### src/rtl/prbg_pkg.sv
// Shared types and constants for the pulse repeat blink generator.
// Used by every module in rtl/; depends on nothing else.
package prbg_pkg;

    // Item kinds carried in the func field.
    typedef enum logic [3:0] {
        FUNC_TICK      = 4'd0,
        FUNC_SET_LEVEL = 4'd1,
        FUNC_ON        = 4'd2,
        FUNC_OFF       = 4'd3,
        FUNC_TOGGLE    = 4'd4,
        FUNC_START_REP = 4'd5,
        FUNC_PULSE     = 4'd6,
        FUNC_BLINK     = 4'd7,
        FUNC_SET_TIMES = 4'd8,
        FUNC_SET_ON    = 4'd9,
        FUNC_SET_OFF   = 4'd10
    } func_t;

    typedef logic signed [31:0] dur_t;
    typedef logic [30:0]        half_period_t;
    typedef logic [15:0]        rep_t;

    // Reset value of the blink half period register.
    localparam half_period_t BLINK_RESET = 31'd250000;
    // A duration of all ones (-1) disables that phase's timeout.
    localparam dur_t DUR_DISABLED = 32'hFFFF_FFFF;
    // A repetition limit of all ones means no limit.
    localparam rep_t REP_NONE = 16'hFFFF;
    localparam rep_t REP_ONE  = 16'd1;

    // One input item.
    typedef struct packed {
        func_t        func;
        logic         level_in;
        logic [14:0]  repeat_count;
        dur_t         on_duration;
        dur_t         off_duration;
    } item_t;

    // One result item.
    typedef struct packed {
        logic pin_level;
        logic rose;
        logic fell;
        logic changed;
        logic reps_done;
        dur_t on_time_now;
        dur_t off_time_now;
    } result_t;

endpackage

### src/rtl/prbg_in_stage.sv
// Input holding register of the pulse repeat blink generator.
// Depends on prbg_pkg for the item type.
module prbg_in_stage (
    input  logic            aclk,
    input  logic            aresetn,
    input  logic            in_valid,
    output logic            in_ready,
    input  prbg_pkg::item_t in_item,
    output logic            item_valid,
    input  logic            item_taken_ready,
    output prbg_pkg::item_t item
);
    import prbg_pkg::*;

    logic  valid_reg;
    logic  valid_next;
    item_t item_reg;

    // The register is free when empty or when its item moves on this cycle.
    assign in_ready   = !valid_reg || item_taken_ready;
    assign valid_next = (in_valid && in_ready) || (valid_reg && !item_taken_ready);

    always_ff @(posedge aclk) begin
        if (!aresetn) begin
            valid_reg <= 1'b0;
        end else begin
            valid_reg <= valid_next;
        end
    end

    // The payload loads on every accepted item and needs no reset.
    always_ff @(posedge aclk) begin
        if (in_valid && in_ready) begin
            item_reg <= in_item;
        end
    end

    assign item_valid = valid_reg;
    assign item       = item_reg;

endmodule

### src/rtl/prbg_engine.sv
// Phase timer, repetition counter and result register of the generator.
// Depends on prbg_pkg for item, result and code definitions.
module prbg_engine #(
    parameter int TIME_BITS = 32
) (
    input  logic                   aclk,
    input  logic                   aresetn,
    input  logic                   item_valid,
    output logic                   item_ready,
    input  prbg_pkg::item_t        item,
    input  prbg_pkg::half_period_t blink_half_period,
    output logic                   res_valid,
    input  logic                   res_ready,
    output prbg_pkg::result_t      res
);
    import prbg_pkg::*;

    localparam int PW = TIME_BITS - 1;
    localparam int CW = (PW > 31) ? PW : 31;

    // Kept state.
    logic          line_reg, line_next;
    logic [PW-1:0] ticks_reg, ticks_next;
    dur_t          on_reg, on_next;
    dur_t          off_reg, off_next;
    rep_t          rl_reg, rl_next;
    rep_t          rc_reg, rc_next;

    logic          out_valid_reg;
    result_t       res_reg;
    result_t       res_next;
    logic          advance;

    logic          req_on;
    logic          req_off;
    logic          rose;
    logic          fell;
    logic          done;
    logic [PW-1:0] tick_inc;
    logic [CW-1:0] ticks_cmp;
    logic [CW-1:0] on_cmp;
    logic [CW-1:0] off_cmp;
    rep_t          rc_inc;

    // The item in the input register is worked on when the result register can take it.
    assign item_ready = !out_valid_reg || res_ready;
    assign advance    = item_valid && item_ready;

    // Saturating tick count and its comparisons against the phase durations.
    assign tick_inc  = (ticks_reg == {PW{1'b1}}) ? ticks_reg : ticks_reg + PW'(1);
    assign ticks_cmp = CW'(tick_inc);
    assign on_cmp    = CW'(on_reg[30:0]);
    assign off_cmp   = CW'(off_reg[30:0]);
    assign rc_inc    = rc_reg + 16'd1;

    // Next state and result for the item at hand.
    always_comb begin
        line_next  = line_reg;
        ticks_next = ticks_reg;
        on_next    = on_reg;
        off_next   = off_reg;
        rl_next    = rl_reg;
        rc_next    = rc_reg;
        req_on     = 1'b0;
        req_off    = 1'b0;
        rose       = 1'b0;
        fell       = 1'b0;
        done       = 1'b0;

        unique case (item.func)
            FUNC_TICK: begin
                ticks_next = tick_inc;
                if (line_reg) begin
                    req_off = !on_reg[31] && (ticks_cmp >= on_cmp);
                end else begin
                    req_on = !off_reg[31] && (ticks_cmp >= off_cmp);
                end
            end
            FUNC_SET_LEVEL: begin
                req_on  = item.level_in;
                req_off = !item.level_in;
            end
            FUNC_ON: begin
                on_next  = DUR_DISABLED;
                off_next = DUR_DISABLED;
                req_on   = 1'b1;
            end
            FUNC_OFF: begin
                on_next  = DUR_DISABLED;
                off_next = DUR_DISABLED;
                rl_next  = REP_NONE;
                req_off  = 1'b1;
            end
            FUNC_TOGGLE: begin
                on_next  = DUR_DISABLED;
                off_next = DUR_DISABLED;
                if (line_reg) begin
                    rl_next = REP_NONE;
                    req_off = 1'b1;
                end else begin
                    req_on = 1'b1;
                end
            end
            FUNC_START_REP: begin
                line_next  = 1'b1;
                ticks_next = '0;
                on_next    = item.on_duration;
                off_next   = item.off_duration;
                rl_next    = {1'b0, item.repeat_count};
                rc_next    = '0;
            end
            FUNC_PULSE: begin
                line_next  = 1'b1;
                ticks_next = '0;
                on_next    = item.on_duration;
                off_next   = DUR_DISABLED;
                rl_next    = REP_ONE;
                rc_next    = '0;
            end
            FUNC_BLINK: begin
                line_next  = 1'b1;
                ticks_next = '0;
                on_next    = {1'b0, blink_half_period};
                off_next   = {1'b0, blink_half_period};
                rl_next    = REP_NONE;
                rc_next    = '0;
            end
            FUNC_SET_TIMES: begin
                on_next    = item.on_duration;
                off_next   = item.off_duration;
                ticks_next = '0;
            end
            FUNC_SET_ON: begin
                on_next = item.on_duration;
            end
            FUNC_SET_OFF: begin
                off_next = item.off_duration;
            end
            default: begin
            end
        endcase

        // Normal turn-on path.
        if (req_on && !line_reg) begin
            line_next  = 1'b1;
            ticks_next = '0;
            rose       = 1'b1;
        end

        // Normal turn-off path, with repetition counting under an active limit.
        if (req_off && line_reg) begin
            line_next  = 1'b0;
            ticks_next = '0;
            fell       = 1'b1;
            if (!rl_next[15]) begin
                rc_next = rc_inc;
                if (rc_inc >= rl_next) begin
                    rc_next  = '0;
                    rl_next  = REP_NONE;
                    on_next  = DUR_DISABLED;
                    off_next = DUR_DISABLED;
                    done     = 1'b1;
                end
            end
        end

        res_next.pin_level    = line_next;
        res_next.rose         = rose;
        res_next.fell         = fell;
        res_next.changed      = rose || fell;
        res_next.reps_done    = done;
        res_next.on_time_now  = on_next;
        res_next.off_time_now = off_next;
    end

    // State registers and result valid flag.
    always_ff @(posedge aclk) begin
        if (!aresetn) begin
            line_reg      <= 1'b0;
            ticks_reg     <= '0;
            on_reg        <= DUR_DISABLED;
            off_reg       <= DUR_DISABLED;
            rl_reg        <= REP_NONE;
            rc_reg        <= '0;
            out_valid_reg <= 1'b0;
        end else begin
            if (advance) begin
                line_reg  <= line_next;
                ticks_reg <= ticks_next;
                on_reg    <= on_next;
                off_reg   <= off_next;
                rl_reg    <= rl_next;
                rc_reg    <= rc_next;
            end
            if (item_ready) begin
                out_valid_reg <= item_valid;
            end
        end
    end

    // Result payload register.
    always_ff @(posedge aclk) begin
        if (advance) begin
            res_reg <= res_next;
        end
    end

    assign res_valid = out_valid_reg;
    assign res       = res_reg;

    // Completion only happens on a turn-off edge.
    a_done_on_fall: assert property (@(posedge aclk) disable iff (!aresetn)
        res_valid && res.reps_done |-> res.fell && !res.pin_level)
        else $error("reps_done without a turn-off edge");

    // Completion leaves both durations disabled.
    a_done_clears: assert property (@(posedge aclk) disable iff (!aresetn)
        res_valid && res.reps_done |->
            res.on_time_now == DUR_DISABLED && res.off_time_now == DUR_DISABLED)
        else $error("durations not cleared on completion");

    // The reported level matches the kept line state once the result is out.
    a_level_tracks: assert property (@(posedge aclk) disable iff (!aresetn)
        aresetn && advance |=> res.pin_level == line_reg)
        else $error("result level differs from line state");

    // The kept state moves only when an item is worked on.
    a_state_hold: assert property (@(posedge aclk) disable iff (!aresetn)
        aresetn && !advance |=> $stable(line_reg) && $stable(rc_reg) && $stable(rl_reg))
        else $error("state changed without an item");

endmodule

### src/rtl/pulse_repeat_blink_generator.sv
// An accepted input item passes through the input register and then the result register before its result appears.
// Throughput: one item per clock while m_ready does not hold back the result side.
// A stalled result side holds up at most two items before s_ready drops.
// Reset (aresetn low, synchronous): line off, phase count zero, both durations and the
// repetition limit disabled, blink half period 250000, no item held.
module pulse_repeat_blink_generator #(
    parameter int TIME_BITS = 32
) (
    input  logic               aclk,
    input  logic               aresetn,
    input  logic               cfg_valid,
    output logic               cfg_ready,
    input  logic [30:0]        cfg_data,
    input  logic               s_valid,
    output logic               s_ready,
    input  logic [3:0]         s_func,
    input  logic               s_level_in,
    input  logic [14:0]        s_repeat_count,
    input  logic signed [31:0] s_on_duration,
    input  logic signed [31:0] s_off_duration,
    output logic               m_valid,
    input  logic               m_ready,
    output logic               m_pin_level,
    output logic               m_rose,
    output logic               m_fell,
    output logic               m_changed,
    output logic               m_reps_done,
    output logic signed [31:0] m_on_time_now,
    output logic signed [31:0] m_off_time_now
);
    import prbg_pkg::*;

    half_period_t half_period_reg;
    item_t        in_item;
    item_t        item;
    logic         item_valid;
    logic         item_ready;
    result_t      res;

    // Blink half period register; always ready for a write.
    assign cfg_ready = 1'b1;

    always_ff @(posedge aclk) begin
        if (!aresetn) begin
            half_period_reg <= BLINK_RESET;
        end else if (cfg_valid && cfg_ready) begin
            half_period_reg <= cfg_data;
        end
    end

    // Gather the input fields into one item.
    assign in_item.func         = func_t'(s_func);
    assign in_item.level_in     = s_level_in;
    assign in_item.repeat_count = s_repeat_count;
    assign in_item.on_duration  = s_on_duration;
    assign in_item.off_duration = s_off_duration;

    prbg_in_stage u_in_stage (
        .aclk             (aclk),
        .aresetn          (aresetn),
        .in_valid         (s_valid),
        .in_ready         (s_ready),
        .in_item          (in_item),
        .item_valid       (item_valid),
        .item_taken_ready (item_ready),
        .item             (item)
    );

    prbg_engine #(
        .TIME_BITS (TIME_BITS)
    ) u_engine (
        .aclk              (aclk),
        .aresetn           (aresetn),
        .item_valid        (item_valid),
        .item_ready        (item_ready),
        .item              (item),
        .blink_half_period (half_period_reg),
        .res_valid         (m_valid),
        .res_ready         (m_ready),
        .res               (res)
    );

    // Spread the result item onto its ports.
    assign m_pin_level    = res.pin_level;
    assign m_rose         = res.rose;
    assign m_fell         = res.fell;
    assign m_changed      = res.changed;
    assign m_reps_done    = res.reps_done;
    assign m_on_time_now  = res.on_time_now;
    assign m_off_time_now = res.off_time_now;

endmodule
### config.mk
export PLATFORM = sky130hd
export DESIGN_NAME = pulse_repeat_blink_generator
export DESIGN_NICKNAME = d
export VERILOG_FILES = /design/src/rtl/prbg_pkg.sv /design/src/rtl/prbg_in_stage.sv /design/src/rtl/prbg_engine.sv /design/src/rtl/pulse_repeat_blink_generator.sv
export SDC_FILE = /design/constraint.sdc
export NUM_CORES = 1
export LEC_CHECK = 0
export BUFFER_PORTS_ARGS = -buffer_cell sky130_fd_sc_hd__buf_4
export CORE_ASPECT_RATIO = 0.6
export CORE_MARGIN = 2
export CORE_UTILIZATION = 25
export CTS_CLUSTER_DIAMETER = 80
export DETAILED_ROUTE_END_ITERATION = 10
export PLACE_DENSITY_LB_ADDON = 0.15
export SLEW_MARGIN = 10
export SYNTH_ARGS = -nofsm -noshare
export SYNTH_HDL_FRONTEND = slang
export SYNTH_SLANG_ARGS = --single-unit
export TNS_END_PERCENT = 1
### constraint.sdc
create_clock -name aclk -period 4.5 [get_ports aclk]
set_input_delay 0.225 -clock aclk [delete_from_list [all_inputs] [get_ports aclk]]
set_output_delay 0.225 -clock aclk [all_outputs]
set_load 0.01 [all_outputs]
Word-level counts from Yosys, hierarchy flattened
Cells that the tools add are included.
{ "op_classes": {"addsub": 2, "n_lt_le_gt_ge": 3, "n_eq_ne": 11, "muxes": 33, "n_bitwise": 1, "reduce_logical": 29} }
{ "ops": {"columns": ["op", "count"], "rows": [
  ["32-bit two-way mux", 6],
  ["32-bit case mux with 3 select lines", 2],
  ["16-bit two-way mux", 8],
  ["31-bit two-way mux", 3],
  ["16-bit case mux with 4 select lines", 1],
  ["31-bit >= comparator", 2],
  ["31-bit case mux with 2 select lines", 1],
  ["31-bit by 1-bit adder with 31-bit output, second input constant", 1],
  ["31-bit equality test, second input constant", 1],
  ["16-bit by 1-bit adder with 16-bit output, second input constant", 1],
  ["4-bit by 3-bit equality test with 1-bit output, second input constant", 4],
  ["16-bit >= comparator", 1],
  ["4-bit equality test, second input constant", 3],
  ["4-bit OR reduction", 3],
  ["1-bit two-way mux", 10],
  ["3-bit OR reduction", 3],
  ["4-bit by 2-bit equality test with 1-bit output, second input constant", 2],
  ["1-bit case mux with 4 select lines", 2],
  ["1-bit logical AND", 7],
  ["1-bit logical NOT", 7],
  ["4-bit by 1-bit equality test with 1-bit output, second input constant", 1],
  ["4-bit logical NOT", 1],
  ["1-bit logical OR", 4],
  ["4-bit nonzero test", 1],
  ["other kinds (3)", 4]
]} }
{ "totals": {"register_bits": 314, "output_inout_bits": 72, "elab_cells": 100} }

Logic depth before layout (Yosys ltp)
{ "depth": {"depth_word": 9, "depth_mapped": 19} }

By module
A second synthesis with hierarchy kept.
{ "hier_totals": {"hier_cells": 1503, "area_unflattened_um2": 15388.5} }
{ "by_module_without_submodules": {"columns": ["mod", "instances", "cells_per_inst", "area_per_inst_um2", "seq_area_each_um2"], "rows": [
  ["prbg_engine", 1, 1312, 11607.4, 4654.5],
  ["prbg_in_stage", 1, 89, 2580.0, 2542.4],
  ["pulse_repeat_blink_generator", 1, 102, 1201.2, 620.6]
]} }

Least setup slack after synthesis
OpenSTA, ideal clock, no wires.
{ "synth_timing": {"kind": "reg2reg", "start": "register u_engine.ticks_reg[3]", "end": "register u_engine.res_reg (netlist bit u_engine.res[33]), data pin", "setup_ns": 0.268, "arrival_ns": 3.755, "required_time_ns": 4.232, "path_slack_ns": 0.476, "stages_incl_launch_ff": 19, "n_path_buf": 2, "period_less_slack_ns": 4.024, "path_cell_list": "dfxtp_1 clkbuf_1 and4_1 nand3_1 a41oi_1 nand4_1 or2_2 xnor2_1 ha_1 and4_1 and2_1 a311oi_1 o21ai_1 inv_2 a211o_1 inv_4 nor2_1 buf_2 nand2_1"} }
{ "synth_between": {"elab_chain_len": 8, "word_cells_on_any_way": 9, "cone_classes": "add/sub (1); order compare (1); eq/ne (1); mux (4); reduce/logical (2)"} }
{ "synth_lines": {"columns": ["item", "line_no", "rtl"], "rows": [
  ["start: declaration", "prbg_engine.sv:23", "logic [PW-1:0] ticks_reg, ticks_next;"],
  ["start signal: assignment", "prbg_engine.sv:189", "ticks_reg <= ticks_next;"],
  ["31-bit by 1-bit adder with 31-bit output or 31-bit equality test (tied branches)", "prbg_engine.sv:50", "assign tick_inc = (ticks_reg == {PW{1'b1}}) ? ticks_reg : ticks_reg + PW'(1);"],
  ["31-bit two-way mux *", "prbg_engine.sv:50", null],
  ["31-bit >= comparator *", "prbg_engine.sv:74", "req_off = !on_reg[31] && (ticks_cmp >= on_cmp);"],
  ["1-bit logical AND *", "prbg_engine.sv:74", null],
  ["1-bit two-way mux *", "prbg_engine.sv:73", "if (line_reg) begin"],
  ["1-bit case mux with 4 select lines *", "prbg_engine.sv:70", "unique case (item.func)"],
  ["1-bit logical AND *", "prbg_engine.sv:151", "if (req_off && line_reg) begin"],
  ["32-bit two-way mux *", "prbg_engine.sv:151", null],
  ["via u_engine.on_next[1]", "prbg_engine.sv:24", "dur_t on_reg, on_next;"],
  ["end signal: assignment", "prbg_engine.sv:204", "res_reg <= res_next;"],
  ["end: declaration", "prbg_engine.sv:30", "result_t res_reg;"]
]} }
Mark *: on every way through the listed nets, which the timed path passes. The rest lies on a longest branch.
A chain may end at the register's enable or synchronous reset.

Worst setup path in the final report
{ "layout_timing": {"start": "register u_engine.ticks_reg[16]", "end": "register u_engine.off_reg[28]"} }
{ "layout_between": {"elab_chain_len": 8, "word_cells_on_any_way": 9, "cone_classes": "add/sub (1); order compare (1); eq/ne (1); mux (4); reduce/logical (2)"} }
{ "layout_lines": {"columns": ["item", "line_no", "rtl"], "rows": [
  ["31-bit by 1-bit adder with 31-bit output or 31-bit equality test (tied branches)", "prbg_engine.sv:50", null],
  ["31-bit two-way mux *", "prbg_engine.sv:50", null],
  ["31-bit >= comparator *", "prbg_engine.sv:74", null],
  ["1-bit logical AND *", "prbg_engine.sv:74", null],
  ["1-bit two-way mux *", "prbg_engine.sv:73", null],
  ["1-bit case mux with 4 select lines *", "prbg_engine.sv:70", null],
  ["1-bit logical AND *", "prbg_engine.sv:151", null],
  ["32-bit two-way mux *", "prbg_engine.sv:151", null],
  ["end signal: assignment", "prbg_engine.sv:191", "off_reg <= off_next;"],
  ["end: declaration", "prbg_engine.sv:25", "dur_t off_reg, off_next;"]
]} }
Every way passes the cells marked *; elsewhere a longest branch is shown, timed or not.

==> impl_metrics.toml <==
[synthesis]
yosysSeqAreaShare_pct = 50.8
syn_nets = 1729
synth-edff-count = 153
syn_avg_cell_area_sq_um = 10.1
synth_top_area_cell = "edfxtp_1"
netlist_instances = 1529
synth_area_leaders = "edfxtp_1, dfxtp_1, ha_1"
yosysWarnings = 0
synth.distinct_cells = 78
yosys.area.top_type_share_pct = 29.8
syn_area_sq_um = 15400
synth-seq-cells = 314
async_flop_share_pct = 0
yosys_most_used_dff = "dfxtp_1"

[power]
power_density_nw_per_um2 = 331
clkPwrFrac_pct = 42.8
internal-power_mw = 5.30
p_switching_mw = 1.87
vdd_drop_max_uv = 163
combPwrFrac_pct = 12.1
finalPower_mw = 7.17
leakagePower_nw = 9.37
seqPwrFrac_pct = 45.2
switching_share_pct = 26.1

[global_routing]
overflow = 0
grt_pass1_wl_microns = 83800
antenna_found_initial = 2
grt_pass1_vias = 13200
grt.total_usage_pct = 17.2
grt_max_degree = 137

[setup_path]
crit_family = "buffers and inverters"
worstPathMaxFanout = 8
start_kind = "register"
critPathBufInv = 9
crit_path_end = "u_engine.off_reg[28]"
rr_endpoint = "u_engine.off_reg[28]"
slowest_delay_ps = 360
cpMaxStageDelayCell = "a211o_1"
r2r_slack_ps = 60
cp.depth = 24
reg2reg_from = "u_engine.ticks_reg[16]"
critPathLaunch = "u_engine.ticks_reg[16]"
worst-setup-path-type = "register to register"
crit_chain = "nand4_1 > nor4_2 > buf_4 > a41oi_2 > buf_4 > nand2_4 > nor2_2 > and3_4 > xor2_1 > buf_4 > ha_4 > nand4_1 > nor4_2 > buf_4 > a311oi_4 > o21ai_2 > inv_2 > a211o_1 > inv_4 > nor2_4 > buf_12 > buf_12 > buf_4 > a31oi_1"
r2r_cells = 24
cp.required_ps = 4950
end_kind = "register"
critPathArrivalTime_ps = 4900
crit_top_cell = "buf_4"

[drt]
postRouteAntennaNets = 0
wire_per_inst_microns = 20.4
drt-total-wl_microns = 57300
drtIter0Drc = 1062
vias_per_cell = 4.86
drt-pass1-iter-count = 5
via_count = 13700
drc_errors = 0

[cells_and_area]
n_antenna_cell = 0
nNetsFinal = 2150
layout_commonest_cell = "buf_4"
drive_above_1_share_pct = 26.8
nFillCells = 6162
final_cell_mix = "buf_4, dfxtp_1, edfxtp_1, nand2_1, dlygate4sd3_1"
final-seq-area_sq_um = 7830
multiInputGateArea_sq_um = 7190
largest_reg_flops = 84
instances_no_fill = 2806
area_delta_synth_final_pct = 40.6

[flow_run]
drv_cap = 0

[timing]
setup_viol = 0
max_freq_mhz = 225
worst_clock_skew_ps = 26.2
slew_viol_final = 0
layout_min_cycle_time_ps = 4440
slew-limit-headroom_pct = 31.7
hold_viol = 0
fin_crit_sh_pct = 98.7
worst_pin_slew_ps = 1020
rsz0062_at_grt = "yes"

[floorplan]
die_area_sq_um = 63700
chipWidth_microns = 324
die_h_microns = 196
start_util_pct = 25.3
num_io_pins = 192
rows = 70
core_area_sq_um = 60900

[clocking]
clkSlewWorstSetupHoldPaths_ps = 60
cts_buffer_depth = 3
cts_tree = "built"
cts-root-buf = "clkbuf_16"
htreeDepth = 2
numClockSinks = 314
cts_buffers = 38
insertion_delay_ps = 550

[place]
dp_hpwl_microns = 39400
dp.cells = 2610
gp_congestion = 0.878
numPortBuffers = 190

[status]
outcome = "finished, final reports clean"

[min_path]
worstHoldPathType = "input pin to register"
==> power groups by stage <==
stage	registers [mW]	clock network [mW]	logic [mW]
after global routing	3.25	3.25	0.944
after CTS	3.24	3.14	0.848
final	3.24	3.07	0.867
after global placement	3.30	0	0.759
after detailed placement	3.30	0	0.762
after floorplan	3.28	0	0.390
==> what timing repair did <==
item | in CTS | in global routing
gates resized for setup | 10 | 53
hold buffers | 117 | 0
setup endpoints to repair | 172 | 190
gates cloned | 0 | 3
endpoints found under the hold margin | 117 | 0
pin swaps | 4 | 14
buffers inserted | 0 | 8
==> area by class of cell <==
cell class	count	share of cell area, %
clock buffers	54	4.91
clock inverters	14	0.647
inverters	80	1.41
multi-input cells	1040	33.2
flip-flops and latches	314	36.1
well taps	828	4.79
repair buffers	476	18.9
==> layer usage <==
layer	vias to the layer above	part of all wire (%)	GRT usage [%]
li1	6541	-	-
met1	6686	51	26.5
met2	359	41	24.6
met3	62	5.9	3.46
met4	2	1.3	3.01
met5	-	0.023	0
==> worst min path at each step <==
stage,start,to,slack [ps],cells after the start
floorplan,s_off_duration[0],u_in_stage.item[0],320,0
global placement,s_off_duration[4],u_in_stage.item[4],400,1
detailed placement,s_func[0],u_in_stage.item[80],400,1
CTS,aresetn,u_engine.rl_reg[11],70,2
global route,aresetn,u_engine.rl_reg[13],100,2
finish,aresetn,u_engine.rl_reg[11],70,2
==> through the flow <==
stage	hold WS [ps]	instance area, sq um	utilization (%)	setup TNS (ps)	setup WS [ps]
2_1_floorplan	324	15400	-	0	476
3_3_place_gp	405	18800	30.9	-17920	-240
3_5_place_dp	404	18800	30.9	-12600	-189
4_1_cts	66.1	21200	34.9	0	2.00
5_1_grt	97.4	21600	35.6	-3440	-105
6_report	72.5	21600	35.6	0	58.1
==> cell usage after synthesis (33+ instances only) <==
master and number:
a21oi_1 83, a31oi_1 39, clkbuf_1 65, dfxtp_1 161
edfxtp_1 153, ha_1 80, inv_1 77, mux2i_1 33
nand2_1 156, nand4_1 38, nor2_1 117, nor3_1 43
o21ai_0 42, xnor2_1 33
==> logic make-up (layout without fill, tap and decap cells) <==
kind of cell,count (synthesis),in the layout,synth area share [%]
DFF,314,314,50.8
buffers and inverters,175,624,4.72
xor gates and xnor gates,42,42,2.39
adders and majority gates,80,80,6.50
AOI/OAI and AO/OA,392,392,17.9
and+or+nand+nor,490,490,15.4
other,1,1,0.0244
muxes,35,35,2.29
(Power assumes the default switching activity.)
